[src/rtl/core/qpf_pkg.sv]
package qpf_pkg;

    // Field and state widths.
    localparam int DUTY_W     = 7;
    localparam int STEP_W     = 11;
    localparam int TICK_W     = 16;
    localparam int CFG_DATA_W = 16;

    // Longest fade that the curve arithmetic is sized for.
    localparam int MAX_STEPS = 1024;
    localparam int LEVEL_MAX = 100;

    // Serial multiplier: multiplicand, multiplier and product widths.
    localparam int MUL_A_W   = 21;
    localparam int MUL_B_W   = 11;
    localparam int MUL_P_W   = 32;
    localparam int MUL_CNT_W = $clog2(MUL_B_W + 1);

    // Serial divider: dividend, divisor and quotient widths.
    localparam int DIV_N_W   = 29;
    localparam int DIV_D_W   = 22;
    localparam int DIV_Q_W   = 7;
    localparam int DIV_CNT_W = $clog2(DIV_Q_W + 1);

    // Widths of the intermediate curve terms.
    localparam int SQ_W  = 20;
    localparam int DEN_W = 21;
    localparam int NUM_W = 27;

    // Item operation codes.
    localparam logic OP_SET  = 1'b0;
    localparam logic OP_TICK = 1'b1;

    // Configuration register indexes.
    localparam logic CFG_TOTAL_STEPS = 1'b0;
    localparam logic CFG_INTERVAL    = 1'b1;

    localparam logic [STEP_W-1:0] TOTAL_STEPS_RST = STEP_W'(16);
    localparam logic [TICK_W-1:0] INTERVAL_RST    = TICK_W'(10);

    typedef struct packed {
        logic              op;
        logic [DUTY_W-1:0] level;
    } cmd_t;

    typedef struct packed {
        logic [DUTY_W-1:0] duty;
        logic              finished;
    } res_t;

endpackage

[src/rtl/core/qpf_mul.sv]
module qpf_mul
    import qpf_pkg::*;
(
    input  logic               clk,
    input  logic               rst_n,
    input  logic               start,
    input  logic [MUL_A_W-1:0] a,
    input  logic [MUL_B_W-1:0] b,
    output logic               done,
    output logic [MUL_P_W-1:0] product
);

    // Shift-and-add multiplier that retires one multiplier bit per cycle.
    logic                 busy_reg;
    logic                 done_reg;
    logic [MUL_CNT_W-1:0] count_reg;
    logic [MUL_P_W-1:0]   acc_reg;
    logic [MUL_P_W-1:0]   mcand_reg;
    logic [MUL_B_W-1:0]   mplier_reg;

    always_ff @(posedge clk or negedge rst_n)
    begin
        if (!rst_n)
        begin
            busy_reg   <= 1'b0;
            done_reg   <= 1'b0;
            count_reg  <= '0;
            acc_reg    <= '0;
            mcand_reg  <= '0;
            mplier_reg <= '0;
        end
        else
        begin
            done_reg <= 1'b0;
            if (start)
            begin
                busy_reg   <= 1'b1;
                count_reg  <= MUL_CNT_W'(MUL_B_W);
                acc_reg    <= '0;
                mcand_reg  <= MUL_P_W'(a);
                mplier_reg <= b;
            end
            else if (busy_reg)
            begin
                if (mplier_reg[0])
                begin
                    acc_reg <= acc_reg + mcand_reg;
                end
                mcand_reg  <= mcand_reg << 1;
                mplier_reg <= mplier_reg >> 1;
                count_reg  <= count_reg - MUL_CNT_W'(1);
                if (count_reg == MUL_CNT_W'(1))
                begin
                    busy_reg <= 1'b0;
                    done_reg <= 1'b1;
                end
            end
        end
    end

    assign done    = done_reg;
    assign product = acc_reg;

endmodule

[src/rtl/core/qpf_div.sv]
module qpf_div
    import qpf_pkg::*;
(
    input  logic               clk,
    input  logic               rst_n,
    input  logic               start,
    input  logic [DIV_N_W-1:0] dividend,
    input  logic [DIV_D_W-1:0] divisor,
    output logic               done,
    output logic [DIV_Q_W-1:0] quotient
);

    // Restoring divider: one quotient bit per cycle, most significant first.
    // The caller guarantees that the quotient fits in DIV_Q_W bits.
    logic                 busy_reg;
    logic                 done_reg;
    logic [DIV_CNT_W-1:0] count_reg;
    logic [DIV_N_W-1:0]   rem_reg;
    logic [DIV_N_W-1:0]   dsh_reg;
    logic [DIV_Q_W-1:0]   quot_reg;

    always_ff @(posedge clk or negedge rst_n)
    begin
        if (!rst_n)
        begin
            busy_reg  <= 1'b0;
            done_reg  <= 1'b0;
            count_reg <= '0;
            rem_reg   <= '0;
            dsh_reg   <= '0;
            quot_reg  <= '0;
        end
        else
        begin
            done_reg <= 1'b0;
            if (start)
            begin
                busy_reg  <= 1'b1;
                count_reg <= DIV_CNT_W'(DIV_Q_W);
                rem_reg   <= dividend;
                dsh_reg   <= DIV_N_W'(divisor) << (DIV_Q_W - 1);
                quot_reg  <= '0;
            end
            else if (busy_reg)
            begin
                if (rem_reg >= dsh_reg)
                begin
                    rem_reg  <= rem_reg - dsh_reg;
                    quot_reg <= {quot_reg[DIV_Q_W-2:0], 1'b1};
                end
                else
                begin
                    quot_reg <= {quot_reg[DIV_Q_W-2:0], 1'b0};
                end
                dsh_reg   <= dsh_reg >> 1;
                count_reg <= count_reg - DIV_CNT_W'(1);
                if (count_reg == DIV_CNT_W'(1))
                begin
                    busy_reg <= 1'b0;
                    done_reg <= 1'b1;
                end
            end
        end
    end

    assign done     = done_reg;
    assign quotient = quot_reg;

endmodule

[src/rtl/core/quadratic_pwm_fade_ramp_top.sv]
// A set-level item that ends its fade at once goes straight to ST_OUT and gives its result
// from there; one that lands on the curve passes ST_SQ, ST_DEN and ST_NUM (three passes of the
// bit-serial multiplier), then ST_DIV (the 7-bit serial divider), before ST_OUT. A countdown
// tick that does not step the fade stays in ST_IDLE and gives no result. The block takes one
// item at a time, and the next once it is back in ST_IDLE, later while a result is stalled.
// Reset clears the fade to idle with duty 0, and loads total_steps 16, interval_ticks 10.
module quadratic_pwm_fade_ramp_top
    import qpf_pkg::*;
(
    input  logic                  clk,
    input  logic                  rst_n,
    input  logic                  cmd_valid,
    output logic                  cmd_ready,
    input  cmd_t                  cmd,
    output logic                  res_valid,
    input  logic                  res_ready,
    output res_t                  res,
    input  logic                  cfg_valid,
    output logic                  cfg_ready,
    input  logic                  cfg_index,
    input  logic [CFG_DATA_W-1:0] cfg_data
);

    // The sequencer walks through the curve terms: m squared, T squared, the numerator
    // d * m^2, and finally the rounded quotient (2n + T^2) / (2 T^2).
    typedef enum logic [2:0] {
        ST_IDLE,
        ST_SQ,
        ST_DEN,
        ST_NUM,
        ST_DIV,
        ST_OUT
    } state_t;

    state_t              state_reg;

    // Configuration registers.
    logic [STEP_W-1:0]   total_steps_reg;
    logic [TICK_W-1:0]   interval_reg;

    // Fade state.
    logic [DUTY_W-1:0]   current_reg;
    logic [DUTY_W-1:0]   start_reg;
    logic [DUTY_W-1:0]   target_reg;
    logic [STEP_W-1:0]   step_reg;
    logic                fading_reg;
    logic [TICK_W-1:0]   countdown_reg;

    // Curve terms between the serial passes.
    logic [SQ_W-1:0]     sq_reg;
    logic [DEN_W-1:0]    den_reg;
    logic [NUM_W-1:0]    num_reg;

    // Pending result and output register.
    res_t                pend_reg;
    res_t                res_reg;
    logic                res_valid_reg;

    logic                mul_start_reg;
    logic                div_start_reg;

    // Derived values.
    logic [STEP_W-1:0]   total_eff;
    logic [DUTY_W-1:0]   level_sat;
    logic                rising;
    logic [DUTY_W-1:0]   diff;
    logic [STEP_W-1:0]   m_val;
    logic [DUTY_W-1:0]   base;
    logic [STEP_W-1:0]   step_inc;
    logic                end_set;
    logic                end_tick;
    logic                cmd_fire;
    logic                out_free;

    logic [MUL_A_W-1:0]  mul_a;
    logic [MUL_B_W-1:0]  mul_b;
    logic                mul_done;
    logic [MUL_P_W-1:0]  mul_product;

    logic [DIV_N_W-1:0]  div_dividend;
    logic [DIV_D_W-1:0]  div_divisor;
    logic                div_done;
    logic [DIV_Q_W-1:0]  div_quot;

    always_comb
    begin
        // Fades longer than the arithmetic is sized for are clamped.
        if (total_steps_reg > STEP_W'(MAX_STEPS))
        begin
            total_eff = STEP_W'(MAX_STEPS);
        end
        else
        begin
            total_eff = total_steps_reg;
        end

        if (cmd.level > DUTY_W'(LEVEL_MAX))
        begin
            level_sat = DUTY_W'(LEVEL_MAX);
        end
        else
        begin
            level_sat = cmd.level;
        end

        // A falling fade mirrors the step and measures from the target end.
        rising = (target_reg >= start_reg);
        if (rising)
        begin
            diff  = target_reg - start_reg;
            m_val = step_reg;
            base  = start_reg;
        end
        else
        begin
            diff  = start_reg - target_reg;
            m_val = total_eff - step_reg;
            base  = target_reg;
        end

        step_inc = step_reg + STEP_W'(1);

        // A set-level item starts at step one and steps once at once, so it lands on step two.
        end_set  = (STEP_W'(2) >= total_eff) || (current_reg == level_sat);
        end_tick = (step_inc >= total_eff) || (current_reg == target_reg);
    end

    assign cmd_ready = (state_reg == ST_IDLE);
    assign cmd_fire  = cmd_valid && cmd_ready;
    assign out_free  = !res_valid_reg || res_ready;
    assign cfg_ready = 1'b1;

    // Operand selection for the shared multiplier.
    always_comb
    begin
        unique case (state_reg)
            ST_SQ:
            begin
                mul_a = MUL_A_W'(m_val);
                mul_b = MUL_B_W'(m_val);
            end
            ST_DEN:
            begin
                mul_a = MUL_A_W'(total_eff);
                mul_b = MUL_B_W'(total_eff);
            end
            ST_NUM:
            begin
                mul_a = MUL_A_W'(sq_reg);
                mul_b = MUL_B_W'(diff);
            end
            default:
            begin
                mul_a = '0;
                mul_b = '0;
            end
        endcase
    end

    // Rounding half away from zero: q = (2n + D) / (2D).
    assign div_dividend = DIV_N_W'({num_reg, 1'b0}) + DIV_N_W'(den_reg);
    assign div_divisor  = DIV_D_W'({den_reg, 1'b0});

    qpf_mul u_mul (
        .clk     (clk),
        .rst_n   (rst_n),
        .start   (mul_start_reg),
        .a       (mul_a),
        .b       (mul_b),
        .done    (mul_done),
        .product (mul_product)
    );

    qpf_div u_div (
        .clk      (clk),
        .rst_n    (rst_n),
        .start    (div_start_reg),
        .dividend (div_dividend),
        .divisor  (div_divisor),
        .done     (div_done),
        .quotient (div_quot)
    );

    always_ff @(posedge clk or negedge rst_n)
    begin
        if (!rst_n)
        begin
            state_reg       <= ST_IDLE;
            total_steps_reg <= TOTAL_STEPS_RST;
            interval_reg    <= INTERVAL_RST;
            current_reg     <= '0;
            start_reg       <= '0;
            target_reg      <= '0;
            step_reg        <= '0;
            fading_reg      <= 1'b0;
            countdown_reg   <= '0;
            sq_reg          <= '0;
            den_reg         <= '0;
            num_reg         <= '0;
            pend_reg        <= '0;
            res_reg         <= '0;
            res_valid_reg   <= 1'b0;
            mul_start_reg   <= 1'b0;
            div_start_reg   <= 1'b0;
        end
        else
        begin
            mul_start_reg <= 1'b0;
            div_start_reg <= 1'b0;

            if (res_valid_reg && res_ready)
            begin
                res_valid_reg <= 1'b0;
            end

            if (cfg_valid && cfg_ready)
            begin
                unique case (cfg_index)
                    CFG_TOTAL_STEPS: total_steps_reg <= cfg_data[STEP_W-1:0];
                    CFG_INTERVAL:    interval_reg    <= cfg_data[TICK_W-1:0];
                    default:         ;
                endcase
            end

            unique case (state_reg)
                ST_IDLE:
                begin
                    if (cmd_fire)
                    begin
                        if (cmd.op == OP_SET)
                        begin
                            // A new level restarts the fade from the present duty.
                            start_reg  <= current_reg;
                            target_reg <= level_sat;
                            step_reg   <= STEP_W'(2);
                            if (end_set)
                            begin
                                current_reg       <= level_sat;
                                fading_reg        <= 1'b0;
                                countdown_reg     <= '0;
                                pend_reg.duty     <= level_sat;
                                pend_reg.finished <= 1'b1;
                                state_reg         <= ST_OUT;
                            end
                            else
                            begin
                                mul_start_reg <= 1'b1;
                                state_reg     <= ST_SQ;
                            end
                        end
                        else if (fading_reg)
                        begin
                            if (countdown_reg <= TICK_W'(1))
                            begin
                                step_reg <= step_inc;
                                if (end_tick)
                                begin
                                    current_reg       <= target_reg;
                                    fading_reg        <= 1'b0;
                                    countdown_reg     <= '0;
                                    pend_reg.duty     <= target_reg;
                                    pend_reg.finished <= 1'b1;
                                    state_reg         <= ST_OUT;
                                end
                                else
                                begin
                                    mul_start_reg <= 1'b1;
                                    state_reg     <= ST_SQ;
                                end
                            end
                            else
                            begin
                                countdown_reg <= countdown_reg - TICK_W'(1);
                            end
                        end
                    end
                end
                ST_SQ:
                begin
                    if (mul_done)
                    begin
                        sq_reg        <= mul_product[SQ_W-1:0];
                        mul_start_reg <= 1'b1;
                        state_reg     <= ST_DEN;
                    end
                end
                ST_DEN:
                begin
                    if (mul_done)
                    begin
                        den_reg       <= mul_product[DEN_W-1:0];
                        mul_start_reg <= 1'b1;
                        state_reg     <= ST_NUM;
                    end
                end
                ST_NUM:
                begin
                    if (mul_done)
                    begin
                        num_reg       <= mul_product[NUM_W-1:0];
                        div_start_reg <= 1'b1;
                        state_reg     <= ST_DIV;
                    end
                end
                ST_DIV:
                begin
                    if (div_done)
                    begin
                        current_reg       <= base + DUTY_W'(div_quot);
                        fading_reg        <= 1'b1;
                        countdown_reg     <= interval_reg;
                        pend_reg.duty     <= base + DUTY_W'(div_quot);
                        pend_reg.finished <= 1'b0;
                        state_reg         <= ST_OUT;
                    end
                end
                ST_OUT:
                begin
                    // Hold the result until the output register is free.
                    if (out_free)
                    begin
                        res_reg       <= pend_reg;
                        res_valid_reg <= 1'b1;
                        state_reg     <= ST_IDLE;
                    end
                end
                default:
                begin
                    state_reg <= ST_IDLE;
                end
            endcase
        end
    end

    assign res_valid = res_valid_reg;
    assign res       = res_reg;

endmodule

[config.mk]
export PLATFORM = sky130hd
export DESIGN_NAME = quadratic_pwm_fade_ramp_top
export DESIGN_NICKNAME = d
export VERILOG_FILES = /design/src/rtl/core/qpf_pkg.sv /design/src/rtl/core/qpf_mul.sv /design/src/rtl/core/qpf_div.sv /design/src/rtl/core/quadratic_pwm_fade_ramp_top.sv
export SDC_FILE = /design/constraint.sdc
export NUM_CORES = 1
export LEC_CHECK = 0
export BUFFER_PORTS_ARGS = -buffer_cell sky130_fd_sc_hd__buf_4
export CAP_MARGIN = 30
export CORE_UTILIZATION = 45
export CTS_CLUSTER_SIZE = 8
export DETAILED_ROUTE_END_ITERATION = 10
export RECOVER_POWER = 50
export SKIP_CTS_REPAIR_TIMING = 1
export SYNTH_ARGS = -nofsm -noshare
export SYNTH_HDL_FRONTEND = slang
export SYNTH_HIERARCHICAL = 1
export SYNTH_SLANG_ARGS = --single-unit
[constraint.sdc]
create_clock -name clk -period 4.54 [get_ports clk]
set_input_delay 0.454 -clock clk [delete_from_list [all_inputs] [get_ports clk]]
set_output_delay 0.454 -clock clk [all_outputs]
set_load 0.01 [all_outputs]
==> flow_results.org, run 1 <==
** Outcome
- Outcome :: finished with violations
- Failing checks :: max-capacitance violations, max-slew violations

** Power
- Power density normalized to cell area :: 633 nW/um2
- The analysis attributes to cell leakage a power of 9.94 nW.
- PnR Total Power :: 13.6 mW
- Worst IR Drop VDD :: 0.306 mV

** Layout
- Most frequent standard cell in the layout excluding fill and tap cells :: sky130_fd_sc_hd__dfrtp_1
- The finished layout holds 2694 standard cells, fillers aside.
- The register with the most flip-flops in the layout has 29 of them.
- Post-route standard cell area excluding fillers :: 21500 um2
- Nets :: 2261
- 0 antenna diodes ended up in the layout.
- In the final layout, the share of cells above drive strength 1 is 12.7%.
- Area added between synthesis and finish :: 10.0%
- In the layout the commonest cells are sky130_fd_sc_hd__dfrtp_1, sky130_fd_sc_hd__nand2_1, sky130_fd_sc_hd__o21ai_0.
- Fill cells in the final layout number 3909.
- At the end of the flow the core is filled with cells to 50.7%.

** Clock network
- CTS tree :: built
- Clk_lat worst skew :: 570 ps
- The root buffer cell chosen for the clock tree is sky130_fd_sc_hd__clkbuf_16.
- After clock tree synthesis, the clock-pin slew on the worst setup and hold paths is 50 ps.
- Counting every sink on the clock net gives 299.
- Largest buffer count on any clock path :: 3
- CTS built an H-tree with a depth of 2.
- Number of clock buffers inserted by TritonCTS :: 43

** STA
- RSZ-0062 raised after global routing :: no
- Ratio of final minimum period to clock period :: 83.8%
- The max-slew violation total from the final report came to 105.
- For the final routed database, the setup TNS stands at 0 ps.
- For the pin with the worst max-slew slack, the measured transition is 2820 ps.
- Min Tclk post-route :: 3800 ps
- Measured against its own limit, the worst slew margin works out to -87.9%.
- Maximum achievable frequency :: 0.263 GHz
- Final hold violation count :: 0
- Final Setup Violations :: 0
- Worst setup slack after layout :: 735 ps
- On the final layout, the worst hold slack is 119 ps.
- The clock arrives with 24.1 ps of skew.

** Place
- The wire-length estimate of the detail-placed layout is 34400 um.
- Summing all placed instances gives a cell area of 20300 um2.
- During placement, the flow inserted port buffers numbering 39.
- Once placement completed, the tool counted placed cells totaling 2634.
- DP Worst Slack :: 782 ps
- Routability-driven placement finished with a final weighted congestion of 0.875.

** Synthesis
- Counting every instance in the synthesized netlist gives 2096.
- In this run the cell area of the synthesized design comes to 19500 um2.
- Count of yosys warnings during synthesis :: 6
- The average instance in the mapped netlist occupies 9.31 um2.

** Global routing
- Number of global-route vias before repair :: 15007
- The first global-routing pass estimated 78700 um of wire.
- GRT Total Usage :: 21.9%
- Entering global routing, the biggest net connects 105 pins.
- Antenna violations before repair :: 0
- For this run the aggregate overflow at the end of global routing stands at 0.

** Critical path
- For the worst setup path, the data required time is 4970 ps.
- CP Max Fanout :: 33
- Nature of the critical path startpoint :: flop
- Data arrival time of the critical path :: 4240 ps
- The worst setup path is captured at a flop.
- The critical path starts at start_reg[4].
- The worst register-to-register path begins at start_reg[4].
- Worst setup path category :: flop to flop

** Job
- Across the run, the number of max-cap violations was 1.

** Route
- Before antenna repair, the detailed router went through 5 iterations.
- Final routed DRC violation total :: 0
- The count of nets left with antenna violations once routing finished came out at 0.
- Number of design-rule violations left by the first detailed-router iteration :: 1079
- Detailed routing inserted a total of 15218 vias.
- Avg Vias per Cell :: 5.65
- Total Routed Length :: 47300 um
- Routed wirelength normalized by instance count :: 17.6 um

** Floorplan
- Die Span Y :: 210 um
- Area of the die :: 44200 um2
- Number of top-level design ports :: 41
- Horizontal die dimension :: 210 um
- Standard-cell rows :: 75
- Core box area :: 42300 um2
- Once the floorplan was initialized, standard cells occupied 46.1% of the core.

** Worst hold path
- Hold Crit Start :: cfg_data[14]
- The min-delay analysis places its worst path in the category primary input to flop.
final cells by class:
class	instances	area, um2	share of cell area (%)
timing repair buffer	66	517	2.41
tap	577	722	3.36
sequential	299	7490	34.9
clock buffer	58	1160	5.42
clock inverter	2	25.0	0.117
inverter	123	462	2.15
multi-input combinational	1569	11100	51.6
worst max-delay path: stages (launching register included):
cell	delay [ps]
sky130_fd_sc_hd__dfrtp_1	370
sky130_fd_sc_hd__inv_1	80
sky130_fd_sc_hd__ha_1	430
sky130_fd_sc_hd__nand2_1	150
sky130_fd_sc_hd__o21a_1	240
sky130_fd_sc_hd__a31oi_4	270
sky130_fd_sc_hd__buf_4	420
sky130_fd_sc_hd__o21ai_0	150
sky130_fd_sc_hd__ha_1	240
sky130_fd_sc_hd__a211oi_1	310
sky130_fd_sc_hd__o21bai_1	130
sky130_fd_sc_hd__a21oi_1	200
sky130_fd_sc_hd__xor2_1	200
sky130_fd_sc_hd__xnor2_1	140
sky130_fd_sc_hd__mux2i_1	90
sky130_fd_sc_hd__mux2_4	270
final timing paths:
| kind | to | slack (ps) | depth (start not counted) |
|---|---|---|---|
| worst max-delay path | current_reg[6] | 740 | 15 |
| max in group asynchronous | div_start_reg | 1170 | 2 |
| worst max register to register | current_reg[6] | 740 | 15 |
| min in group asynchronous | step_reg[7] | 760 | 1 |
| worst min-delay path | interval_reg[14] | 120 | 2 |
| worst min register to register | sq_reg[14] | 500 | 1 |
layer usage:
metal  share of wire, %  track usage (%)  vias to the layer above
li1                   -                -                     7467
met1                 48             31.4                     7379
met2                 45             33.8                      296
met3                4.1             2.94                       76
met4                2.5             7.73                        0
met5                  0                0                        -
power by group:
part	internal [mW]	switching, mW	leakage (nW)	total, mW
Combinational	2.77	3.72	5.41	6.49
Clock	1.76	1.15	0.576	2.91
Sequential	3.40	0.787	3.95	4.19
Power figures use the tool's default switching activity.
==> run 2, diff against run 1 <==
- clock period: 4.54 -> 3.3 ns (I/O delays scaled with it)
==> flow_results.org, run 2 (synthesis results as in run 1) <==
** Layout
- Combined area of the multi-input logic cells :: 11200 um2 (+0.77%)
- Most frequent standard cell in the layout excluding fill and tap cells :: sky130_fd_sc_hd__dfrtp_1
- The number of filler instances in the final layout was 3876 (-0.84%).
- The sequential cell area in the final layout is 7490 um2 (about the same).
- Number of flip-flops under the largest register name :: 29 (unchanged)
- Nets :: 2329 (+3.0%)
- Commonest cells after routing, fill and taps aside :: sky130_fd_sc_hd__dfrtp_1, sky130_fd_sc_hd__nand2_1, sky130_fd_sc_hd__o21ai_0
- The utilization after layout came to 52.3% (+1.6 points).
- Ant diodes :: 0 (unchanged)
- From synthesis to final layout, the design area changed by 13.5%.
- The filler-free cell count of the finished design was 2765 (+2.6%).
- Fraction of layout cells with a size suffix above 1 :: 15.3% (+2.6 points)

** Place
- Placer congestion estimate :: 0.890 (+1.7%)
- Dpl hpwl :: 35400 um (+2.8%)
- The minimum setup slack after placement was -4.08 ps (-786 ps).
- Total instance count after detailed placement :: 2690 (+2.1%)
- Number of buffers added on ports :: 39 (unchanged)

** Floorplan
- The horizontal die dimension came to 210 um (unchanged).
- Initial cell density of the core :: 46.1% (unchanged)
- Number of top-level design ports :: 41 (unchanged)
- Core box area :: 42300 um2 (unchanged)
- Die Span Y :: 210 um (unchanged)
- Area of the die :: 44200 um2 (unchanged)
- The total number of placement rows was 75 (unchanged).

** STA
- Ratio of final minimum period to clock period :: 99.5% (+16 points)
- The total of endpoints with negative setup slack in the final report is 0 (unchanged).
- The max-slew violation total from the final report came to 185 (+76%).
- RSZ-0062 raised after global routing :: yes
- Total negative slack for setup checks :: 0 ps (unchanged)
- Min Tclk post-route :: 3280 ps (-521 ps)
- The slew of the pin with the lowest slew margin is 2280 ps (-536 ps).
- Maximum achievable frequency :: 0.304 GHz (+16%)
- The final clock skew came to 13.9 ps (-10.2 ps).
- Worst setup slack after layout :: 15.9 ps (-719 ps)
- The minimum hold slack came to -3.96 ps (-123 ps).
- The remaining max-slew budget at the tightest pin came to -52.2% (+36 points).
- Final hold violation count :: 1 (+1)

** Critical path
- CP Max Fanout :: 6 (-82%)
- For this design, the slowest cell found on the critical path is sky130_fd_sc_hd__fa_2.
- Worst setup EP type :: flop
- STA classifies the critical path startpoint as a flop.
- The data arrival time of the critical path came to 3730 ps (-510 ps).
- The critical path is of the flop to flop type.
- CP max stage delay :: 390 ps (-40 ps)
- Ordered list of cells on the worst path :: inv_1, ha_4, nand4_1, o21a_1, a31oi_4, o21ai_2, ha_2, fa_2, a211oi_2, o21bai_1, a21oi_1, xor2_1, xnor2_1, mux2i_1, mux2_4
- Data required time of the critical path :: 3750 ps (-1220 ps)

** Route
- The number of search-and-repair iterations in the first detailed-routing pass was 5 (unchanged).
- The mean routed wirelength per cell is 17.5 um (-0.25%).
- Final ANT Viol Nets :: 0 (unchanged)
- Detailed-route via count :: 15492 (+1.8%)
- Final routed DRC violation total :: 0 (unchanged)
- The total wire length came to 48400 um (+2.4%).
- Number of design-rule violations left by the first detailed-router iteration :: 796 (-26%)
- The via density per instance came to 5.60 (-0.81%).

** Global routing
- Global-route layer with the greatest usage :: met2
- Met2 track demand over resource :: 38.5% (+4.7 points)
- The met3 track demand over resource was 2.89% (-0.045 points).
- The number of antenna violations at the first check in global routing is 0 (unchanged).
- The all-layer global routing usage is 22.4% (+0.53 points).
- Remaining Overflow, GRT :: 0 (unchanged)
- Number of global-route vias before repair :: 15658 (+4.3%)
- Global routing met1 resource utilization :: 28.8% (-2.6 points)
- The pin count of the biggest net entering global routing came to 99 (-5.7%).
- The global-route wire length before repair came to 80500 um (+2.4%).

** Clock network
- The clock-pin slew reported for the worst setup and hold paths after clock tree synthesis is 50 ps (about the same).
- CTS root buffer :: sky130_fd_sc_hd__clkbuf_16
- Number of clock buffers inserted by TritonCTS :: 44 (+2.3%)
- Clk_lat worst skew :: 570 ps (about the same)
- H-tree depth reported by CTS :: 2 (unchanged)
- Clock net sink count :: 299 (unchanged)
- The maximum buffer depth of the clock tree came to 3 (unchanged).
- TritonCTS built the clock tree.

** Job
- The reported max-cap violation count came to 2 (+1).

** Power
- Worst IR Drop VDD :: 0.497 mV (+62%)
- Leakage power :: 10.3 nW (+3.3%)
- Power density normalized to cell area :: 880 nW/um2 (+39%)

** Worst hold path
- Path category of the worst min-delay check :: primary input to flop

** Outcome
- The final reports fail on negative hold slack, max-capacitance violations, max-slew violations.
- Outcome :: finished with violations
## run 2: final timing paths
kind / end / slack [ps] / start / cells after the start
setup / recovery: current_reg[6] / 20 / start_reg[0] / 15
hold / removal: total_steps_reg[10] / -4 / cfg_data[10] / 3
setup reg to reg: current_reg[6] / 20 / start_reg[0] / 15
hold reg to reg: step_reg[6] / 490 / step_reg[6] / 2
max in group asynchronous: u_div/rem_reg[7] / 690 / rst_n / 3
min in group asynchronous: u_mul/mcand_reg[25] / 960 / rst_n / 2
## run 2: layout make-up
class | instances | share of cell area (%)
clock buffer | 61 | 5.45
multi-input combinational | 1569 | 50.5
timing repair buffer | 133 | 4.77
sequential | 299 | 33.8
clock inverter | 3 | 0.136
inverter | 123 | 2.09
tap | 577 | 3.26
## run 2: per-layer routing
metal	wire length [um]	up-vias	part of all wire, %
li1	-	7608	-
met1	21700	7495	45
met2	23500	305	49
met3	1800	84	3.7
met4	1390	0	2.9
met5	0	-	0
## run 2: worst max-delay path, delay by kind of cell (launching register included)
| family | cells | cell delay, ps |
|---|---|---|
| XOR/XNOR | 2 | 330 |
| AO/OA/AOI/OAI | 6 | 1060 |
| multiplexers | 2 | 360 |
| AND/OR/NAND/NOR | 1 | 100 |
| buffers and inverters | 1 | 100 |
| adder cells (fa/ha/maj) | 3 | 860 |
| flip-flops | 1 | 370 |
## run 2: per-stage QoR
stage	power, mW	area, um2
after detailed placement	15.1	20800
final	19.5	22100
after floorplan	12.6	19600
after global routing	21.0	22100
after CTS	19.4	22000
after global placement	15.0	20800
## run 2: power by group
| part | internal [mW] | switching, mW | total [mW] |
|---|---|---|---|
| Combinational | 4.31 | 5.34 | 9.65 |
| Sequential | 4.68 | 0.977 | 5.66 |
| Clock | 2.51 | 1.66 | 4.16 |
